File: config.mk
export PLATFORM = sky130hd
export DESIGN_NAME = fp32_multiplier_rounding_core
export DESIGN_NICKNAME = d
export VERILOG_FILES = /design/src/design/fpm_pkg.sv /design/src/design/fp32_multiplier_rounding_core.sv /design/src/design/fpm_unpack.sv /design/src/design/fpm_round.sv
export VERILOG_INCLUDE_DIRS = /design/src /design/src/design
export SDC_FILE = /design/constraint.sdc
export NUM_CORES = 2
export LEC_CHECK = 0
export BUFFER_PORTS_ARGS = -buffer_cell sky130_fd_sc_hd__clkbuf_2
export CAP_MARGIN = 20
export CORE_MARGIN = 4
export CORE_UTILIZATION = 41
export DETAILED_ROUTE_END_ITERATION = 16
export MAX_ROUTING_LAYER = met4
export SYNTH_ARGS = -nofsm -noshare
export SYNTH_HDL_FRONTEND = slang
export SYNTH_SLANG_ARGS = --single-unit
export TNS_END_PERCENT = 5
File: constraint.sdc
create_clock -name clk -period 16.4 [get_ports clk]
set_input_delay 1.64 -clock clk [delete_from_list [all_inputs] [get_ports clk]]
set_output_delay 1.64 -clock clk [all_outputs]
set_load 0.01 [all_outputs]
File: src/design/assert_macros.svh
// Assertion macros shared by the RTL.
`ifndef ASSERT_MACROS_SVH
`define ASSERT_MACROS_SVH
`ifndef SYNTH
`define ASSERT_IMPL(lbl, clk, rst_n, ante, cons) \
	lbl: assert property (@(posedge clk) disable iff (!rst_n) (ante) |-> (cons)) \
	else $error("assertion failed");
`define ASSERT_NEXT(lbl, clk, rst_n, ante, cons) \
	lbl: assert property (@(posedge clk) disable iff (!rst_n) (ante) |=> (cons)) \
	else $error("assertion failed");
`else
`define ASSERT_IMPL(lbl, clk, rst_n, ante, cons)
`define ASSERT_NEXT(lbl, clk, rst_n, ante, cons)
`endif
`endif

File: src/design/fpm_pkg.sv
package fpm_pkg;
	localparam logic [1:0] RM_RTZ = 2'd0;
	localparam logic [1:0] RM_RNE = 2'd1;
	localparam logic [1:0] RM_RUP = 2'd2;
	localparam logic [1:0] RM_RDN = 2'd3;
	localparam logic [2:0] CLS_NORMAL = 3'd0;
	localparam logic [2:0] CLS_SUBNORMAL = 3'd1;
	localparam logic [2:0] CLS_ZERO = 3'd2;
	localparam logic [2:0] CLS_INF = 3'd3;
	localparam logic [2:0] CLS_NAN = 3'd4;
	localparam logic [31:0] QNAN_ZERO_INF = 32'hFFC00000;
	localparam logic [31:0] MAX_FINITE = 32'h7F7FFFFF;
	localparam logic [31:0] INF_BITS = 32'h7F800000;
	localparam logic signed [10:0] EXP_BIAS = 11'sd127;
	localparam logic signed [10:0] EXP_MIN = -11'sd126;

	typedef struct packed {
		logic        special;
		logic [31:0] special_val;
		logic        sign;
		logic [1:0]  mode;
	} ctl_t;

	function automatic logic [4:0] lz23(input logic [22:0] m);
		logic [4:0] n;
		n = 5'd23;
		for (int i = 0; i < 23; i++) begin
			if (m[i]) n = 5'(23 - i);
		end
		return n;
	endfunction

	function automatic logic [2:0] classify(input logic [31:0] b);
		logic [2:0] c;
		if (b[30:23] == 8'h00) c = (b[22:0] == 23'd0) ? CLS_ZERO : CLS_SUBNORMAL;
		else if (b[30:23] == 8'hFF) c = (b[22:0] == 23'd0) ? CLS_INF : CLS_NAN;
		else c = CLS_NORMAL;
		return c;
	endfunction
endpackage

File: src/design/fp32_multiplier_rounding_core.sv
// channel | direction | payload
// s_axis  | in        | tdata = left_operand, right_operand
// m_axis  | out       | tdata = product, result_class
// cfg     | in        | cfg_data = rounding_mode
// Four register stages: unpack, multiply, round, output; one beat per cycle unless m_axis stalls.
// An accepted beat passes through the unpack, multiply, round and output registers in turn.
// Reset clears valid bits and sets rounding mode to nearest even.
// A stall on m_axis holds every stage; no beat is lost or repeated.
module fp32_multiplier_rounding_core (
	input  logic        clk,
	input  logic        arst_n,
	input  logic        s_axis_tvalid,
	output logic        s_axis_tready,
	input  logic [63:0] s_axis_tdata,  // left_operand, right_operand
	output logic        m_axis_tvalid,
	input  logic        m_axis_tready,
	output logic [39:0] m_axis_tdata,  // product, result_class, zero fill
	input  logic        cfg_valid,
	output logic        cfg_ready,
	input  logic [1:0]  cfg_data
);
	import fpm_pkg::*;
	`include "assert_macros.svh"
	logic [1:0] mode_q;
	logic v_s1, v_s2, v_s3, v_s4, en;
	ctl_t ctl_s1, ctl_s2;
	logic [23:0] sa_s1, sb_s1;
	logic signed [10:0] e_s1, e_s2;
	logic [47:0] p_s2;
	logic [31:0] res, res_s3;
	logic [31:0] prod_s4;
	logic [2:0] cls_s4;

	assign en = !v_s4 || m_axis_tready;
	assign s_axis_tready = en;
	assign cfg_ready = 1'b1;
	assign m_axis_tvalid = v_s4;
	assign m_axis_tdata = {5'd0, cls_s4, prod_s4};

	always_ff @(posedge clk or negedge arst_n) begin
		if (!arst_n) begin
			mode_q <= RM_RNE;
			v_s1 <= 1'b0;
			v_s2 <= 1'b0;
			v_s3 <= 1'b0;
			v_s4 <= 1'b0;
		end else begin
			if (cfg_valid) mode_q <= cfg_data;
			if (en) begin
				v_s1 <= s_axis_tvalid;
				v_s2 <= v_s1;
				v_s3 <= v_s2;
				v_s4 <= v_s3;
			end
		end
	end

	fpm_unpack u_unpack (
		.clk(clk), .arst_n(arst_n), .en(en),
		.a(s_axis_tdata[31:0]), .b(s_axis_tdata[63:32]), .mode(mode_q),
		.ctl_s1(ctl_s1), .sa_s1(sa_s1), .sb_s1(sb_s1), .e_s1(e_s1)
	);

	always_ff @(posedge clk) begin
		if (en) begin
			ctl_s2 <= ctl_s1;
			e_s2 <= e_s1;
			p_s2 <= sa_s1 * sb_s1;
			res_s3 <= res;
			prod_s4 <= res_s3;
			cls_s4 <= classify(res_s3);
		end
	end

	fpm_round u_round (.ctl(ctl_s2), .p_in(p_s2), .e_in(e_s2), .res(res));

	`ASSERT_NEXT(a_hold, clk, arst_n, v_s4 && !m_axis_tready, v_s4 && $stable(m_axis_tdata))
	`ASSERT_IMPL(a_ready, clk, arst_n, !m_axis_tvalid, s_axis_tready)
	`ASSERT_NEXT(a_adv, clk, arst_n, en && v_s3, v_s4)
endmodule

File: src/design/fpm_unpack.sv
module fpm_unpack (
	input  logic                clk,
	input  logic                arst_n,
	input  logic                en,
	input  logic [31:0]         a,
	input  logic [31:0]         b,
	input  logic [1:0]          mode,
	output fpm_pkg::ctl_t       ctl_s1,
	output logic [23:0]         sa_s1,
	output logic [23:0]         sb_s1,
	output logic signed [10:0]  e_s1
);
	import fpm_pkg::*;
	logic nan_a, nan_b, inf_a, inf_b, zero_a, zero_b;
	logic [4:0] la, lb;
	logic [23:0] sa, sb;
	logic signed [10:0] xa, xb;
	ctl_t ctl;

	assign nan_a = a[30:23] == 8'hFF && a[22:0] != 23'd0;
	assign nan_b = b[30:23] == 8'hFF && b[22:0] != 23'd0;
	assign inf_a = a[30:23] == 8'hFF && a[22:0] == 23'd0;
	assign inf_b = b[30:23] == 8'hFF && b[22:0] == 23'd0;
	assign zero_a = a[30:0] == 31'd0;
	assign zero_b = b[30:0] == 31'd0;
	assign la = lz23(a[22:0]);
	assign lb = lz23(b[22:0]);

	always_comb begin
		if (a[30:23] == 8'h00) begin
			sa = {1'b0, a[22:0]} << la;
			xa = EXP_MIN - 11'(signed'({6'd0, la}));
		end else begin
			sa = {1'b1, a[22:0]};
			xa = 11'(signed'({3'd0, a[30:23]})) - EXP_BIAS;
		end
		if (b[30:23] == 8'h00) begin
			sb = {1'b0, b[22:0]} << lb;
			xb = EXP_MIN - 11'(signed'({6'd0, lb}));
		end else begin
			sb = {1'b1, b[22:0]};
			xb = 11'(signed'({3'd0, b[30:23]})) - EXP_BIAS;
		end
		ctl.sign = a[31] ^ b[31];
		ctl.mode = mode;
		ctl.special = 1'b1;
		if (nan_a) ctl.special_val = a;
		else if (nan_b) ctl.special_val = b;
		else if ((zero_a && inf_b) || (inf_a && zero_b)) ctl.special_val = QNAN_ZERO_INF;
		else if (zero_a || zero_b) ctl.special_val = {ctl.sign, 31'd0};
		else if (inf_a || inf_b) ctl.special_val = {ctl.sign, INF_BITS[30:0]};
		else begin
			ctl.special = 1'b0;
			ctl.special_val = 32'd0;
		end
	end

	always_ff @(posedge clk or negedge arst_n) begin
		if (!arst_n) begin
			ctl_s1 <= '0;
			sa_s1 <= '0;
			sb_s1 <= '0;
			e_s1 <= '0;
		end else if (en) begin
			ctl_s1 <= ctl;
			sa_s1 <= sa;
			sb_s1 <= sb;
			e_s1 <= xa + xb;
		end
	end
endmodule

File: src/design/fpm_round.sv
module fpm_round (
	input  fpm_pkg::ctl_t       ctl,
	input  logic [47:0]         p_in,
	input  logic signed [10:0]  e_in,
	output logic [31:0]         res
);
	import fpm_pkg::*;
	logic [47:0] p;
	logic signed [10:0] e, e2, extra;
	logic [5:0] shift;
	logic [48:0] pw;
	logic [24:0] kept;
	logic rnd, sticky, inc, neg, to_inf;
	logic [48:0] mask;

	always_comb begin
		neg = ctl.sign;
		to_inf = ctl.mode == RM_RNE || (ctl.mode == RM_RUP && !neg) ||
			(ctl.mode == RM_RDN && neg);
		if (p_in[47]) begin
			p = p_in;
			e = e_in + 11'sd1;
		end else begin
			p = {p_in[46:0], 1'b0};
			e = e_in;
		end
		extra = EXP_MIN - e;
		if (e >= EXP_MIN) shift = 6'd24;
		else if (extra > 11'sd25) shift = 6'd49;
		else shift = 6'd24 + 6'(extra);
		pw = {1'b0, p};
		kept = 25'(pw >> shift);
		rnd = pw[shift - 6'd1];
		mask = (49'd1 << (shift - 6'd1)) - 49'd1;
		sticky = (pw & mask) != 49'd0;
		case (ctl.mode)
			RM_RNE: inc = rnd && (sticky || kept[0]);
			RM_RUP: inc = (rnd || sticky) && !neg;
			RM_RDN: inc = (rnd || sticky) && neg;
			default: inc = 1'b0;
		endcase
		kept = kept + {24'd0, inc};
		e2 = e;
		if (ctl.special) res = ctl.special_val;
		else if (e > EXP_BIAS) res = to_inf ? {neg, INF_BITS[30:0]} : {neg, MAX_FINITE[30:0]};
		else if (e >= EXP_MIN) begin
			if (kept[24]) begin
				kept = {1'b0, kept[24:1]};
				e2 = e + 11'sd1;
			end
			if (e2 > EXP_BIAS)
				res = to_inf ? {neg, INF_BITS[30:0]} : {neg, MAX_FINITE[30:0]};
			else
				res = {neg, 8'(e2 + EXP_BIAS), kept[22:0]};
		end else res = {neg, 7'd0, kept[23:0]};
	end
endmodule

==> impl_metrics.py <==
metrics = {
    "run_status": {
        "outcome": "completed",
    },
    "logic_synthesis": {
        "async_flop_share_pct": 38.4,
        "synth-seq-cells": 263,
        "synth_edf_count": 162,
        "seq_area_frac_synth_pct": 18.6,
        "synth_cells": 4520,
        "ys_warn_count": 0,
        "synth_area_um2": 39700,
        "yosysUniqueCellTypes": 113,
        "synth_area_per_cell_um2": 8.79,
        "ys.flop_type": "edfxtp_1",
    },
    "setup_path": {
        "slowest_delay_ns": 0.78,
        "regToRegStartpoint": "e_s2[0]$_DFFE_PP_",
        "crit_top_cell": "ha_1",
        "critPathBufInv": 1,
        "cp_slowest_cell": "xnor2_1",
        "reg2reg_to": "res_s3[28]$_DFFE_PP_",
        "worstPathArrival_ns": 12.19,
        "cp_max_fo": 25,
        "path_class": "flip-flop to flip-flop",
        "critPathRequiredTime_ns": 16.76,
        "end_kind": "flip-flop",
        "worstSetupStartpointType": "flip-flop",
        "r2r_slack_ns": 4.58,
        "crit_family": "simple AND/OR/NAND/NOR gates",
        "rr_worst_depth": 30,
    },
    "layout": {
        "seqCellArea_um2": 7390,
        "mostFrequentLayoutCell": "nand2_1",
        "nFillCells": 9599,
        "final_nets": 5252,
        "final_cell_mix": "648 x nand2_1, 536 x inv_1, 483 x fa_1, 279 x nor2_1, 225 x and2_1",
        "synthToLayoutAreaGrowth_pct": 6.95,
        "drive_gt1_share_pct": 8.79,
        "multi_input_area_um2": 29200,
    },
    "timing": {
        "fin_crit_ns": 11.82,
        "relSlewSlack_pct": 24.8,
        "tns_ns": 0,
        "fin_skew_ns": 0.0383,
        "hold_ws_ns": 0.436,
        "report.final.hold_viol_count": 0,
        "drv_slew": 0,
        "fin_crit_sh_pct": 72.1,
        "tightestPinTransition_ns": 1.10,
        "setup_violations": 0,
        "rsz0062_at_grt": "no",
        "max_freq_ghz": 0.0846,
    },
    "die": {
        "core_area_um2": 95600,
        "die_y_um": 319,
        "start_util_pct": 41.6,
        "die-area_um2": 102000,
        "num_rows": 113,
        "fp.dieW_um": 319,
        "ios": 114,
    },
    "clock_tree": {
        "tritoncts": "yes",
        "clk_pin_slew_ns": 0.06,
        "ctsResizeCount": 0,
        "cts-root-buf": "clkbuf_16",
        "htree_levels": 1,
        "clkSinkCount": 263,
        "postCtsSetupRepairBufs": 0,
        "hold_buffers": 0,
        "clock_latency_ns": 0.61,
        "clockBufferDepth": 3,
        "numCtsBuffers": 29,
    },
    "detailed_routing": {
        "routed_via_density": 5.83,
        "dr_total_vias": 33700,
        "drc_errors": 0,
        "firstDrtPassIters": 9,
        "avgRoutedWirePerCell_um": 23.0,
        "drtIter0Drc": 3310,
        "antenna_left": 0,
        "finalWirelength_um": 133000,
    },
    "global_routing": {
        "grt_util_all_layers_pct": 26.4,
        "antenna_found_initial": 5,
        "grt_pass1_wl_um": 206000,
        "grt_max_degree": 109,
        "grt_overflow_total": 0,
        "grt_pass1_vias": 33800,
    },
    "job": {
        "max_cap_violations": 0,
    },
    "min_path": {
        "hold_depth": 0,
        "hp-class": "flip-flop to flip-flop",
        "hold_path_end": "prod_s4[31]$_DFFE_PP_",
        "hold_start": "res_s3[31]$_DFFE_PP_",
    },
    "placed_design": {
        "hpwl_um": 103000,
        "io_buffer_count": 107,
        "finalWeightedCongestion": 1.00,
    },
}
## kinds of logic after synthesis
group | Yosys count | synth area share, %
other cells | 2 | 0.0189
flops | 263 | 18.6
fa+ha+maj | 687 | 30.8
xor+xnor | 129 | 2.88
buf+inv | 805 | 7.91
simple gates | 1475 | 17.4
mux | 277 | 7.50
compound gates | 882 | 14.9
## registers in the layout, indices dropped and copies added (netlist names)
signal,flops
e_s2,11
m_axis_tvalid,1
ctl_s2,36
cls_s4,3
u_unpack.e_s1,11
p_s2,48
prod_s4,32
mode_q,2
v_s1,1
res_s3,32
u_unpack.sb_s1,24
u_unpack.ctl_s1,36
v_s2,1
v_s3,1
u_unpack.sa_s1,24
## layer usage
metal	track usage, %	wire length, um	up-vias
met5	-	0	-
met4	7.62	4470	0
met3	3.41	9600	268
met2	40.0	59000	1360
met1	37.3	59800	16800
li1	-	-	15200
## worst max path at each step
stage                                   from                    to  slack [ns]  cells past startpoint
after floorplan           p_s2[47]$_DFFE_PP_  res_s3[27]$_DFFE_PP_        5.70                     45
after global placement     e_s2[0]$_DFFE_PP_  res_s3[27]$_DFFE_PP_        4.97                     34
after detailed placement   e_s2[0]$_DFFE_PP_  res_s3[28]$_DFFE_PP_        4.81                     30
after CTS                  e_s2[0]$_DFFE_PP_  res_s3[28]$_DFFE_PP_        4.80                     30
after global routing       e_s2[0]$_DFFE_PP_  res_s3[27]$_DFFE_PP_        3.73                     34
final                      e_s2[0]$_DFFE_PP_  res_s3[28]$_DFFE_PP_        4.58                     30
## through the flow
step | setup slack, ns | utilization [%] | instance area, um2 | instances
after floorplan | 5.70 | - | 39700 | 4524
after global placement | 4.97 | 43.4 | 41500 | 5727
after detailed placement | 4.81 | 43.4 | 41500 | 5727
after CTS | 4.80 | 44.4 | 42500 | 5781
after global routing | 3.73 | 44.4 | 42500 | 5783
final | 4.58 | 44.4 | 42500 | 5783
## final cells by class
class                           instances  share of cell area (%)
Antenna cell                            1                 0.00589
Clock buffer                           43                    2.02
Inverter                              542                    4.81
Timing Repair Buffer                  202                    2.94
Sequential cell                       263                    17.4
Multi-Input combinational cell       3456                    68.8
Tap cell                             1265                    3.73
Clock inverter                         11                   0.268
## worst register-to-register path, delay by kind of cell, from the launching register on
kind / cells / cell delay (ns)
buf+inv: 1 / 0.30
xor+xnor: 1 / 0.78
simple gates: 12 / 4.75
mux: 2 / 0.75
flops: 1 / 0.66
fa+ha+maj: 4 / 1.51
compound gates: 10 / 2.85
## cells in the mapped netlist (all sizes together), types with 18 or more instances
| master | instances | area share (%) |
|---|---|---|
| buf | 58 | 0.84 |
| clkbuf | 205 | 1.9 |
| a211oi | 39 | 0.83 |
| or3 | 19 | 0.31 |
| nor4 | 28 | 0.50 |
| nand2b | 28 | 0.44 |
| o221ai | 23 | 0.51 |
| ha | 204 | 6.4 |
| a31oi | 30 | 0.47 |
| nor2 | 285 | 2.7 |
| o21ai | 207 | 2.6 |
| o211ai | 53 | 1.0 |
| nand2 | 653 | 6.2 |
| dfrtp | 100 | 6.3 |
| a22oi | 18 | 0.34 |
| fa | 483 | 24 |
| a21oi | 203 | 2.6 |
| a221oi | 39 | 0.95 |
| nor3 | 71 | 0.91 |
| mux2i | 194 | 4.9 |
| inv | 541 | 5.1 |
| xor2 | 42 | 0.93 |
| a21o | 35 | 0.66 |
| edfxtp | 162 | 12 |
| mux2 | 75 | 2.1 |
| xnor2 | 87 | 2.0 |
| and2 | 229 | 3.6 |
| o22ai | 57 | 0.90 |
| nand3 | 71 | 0.89 |
Power is not shown: default switching activity piles up to over one toggle a cycle in this logic, so the estimate is an artifact.
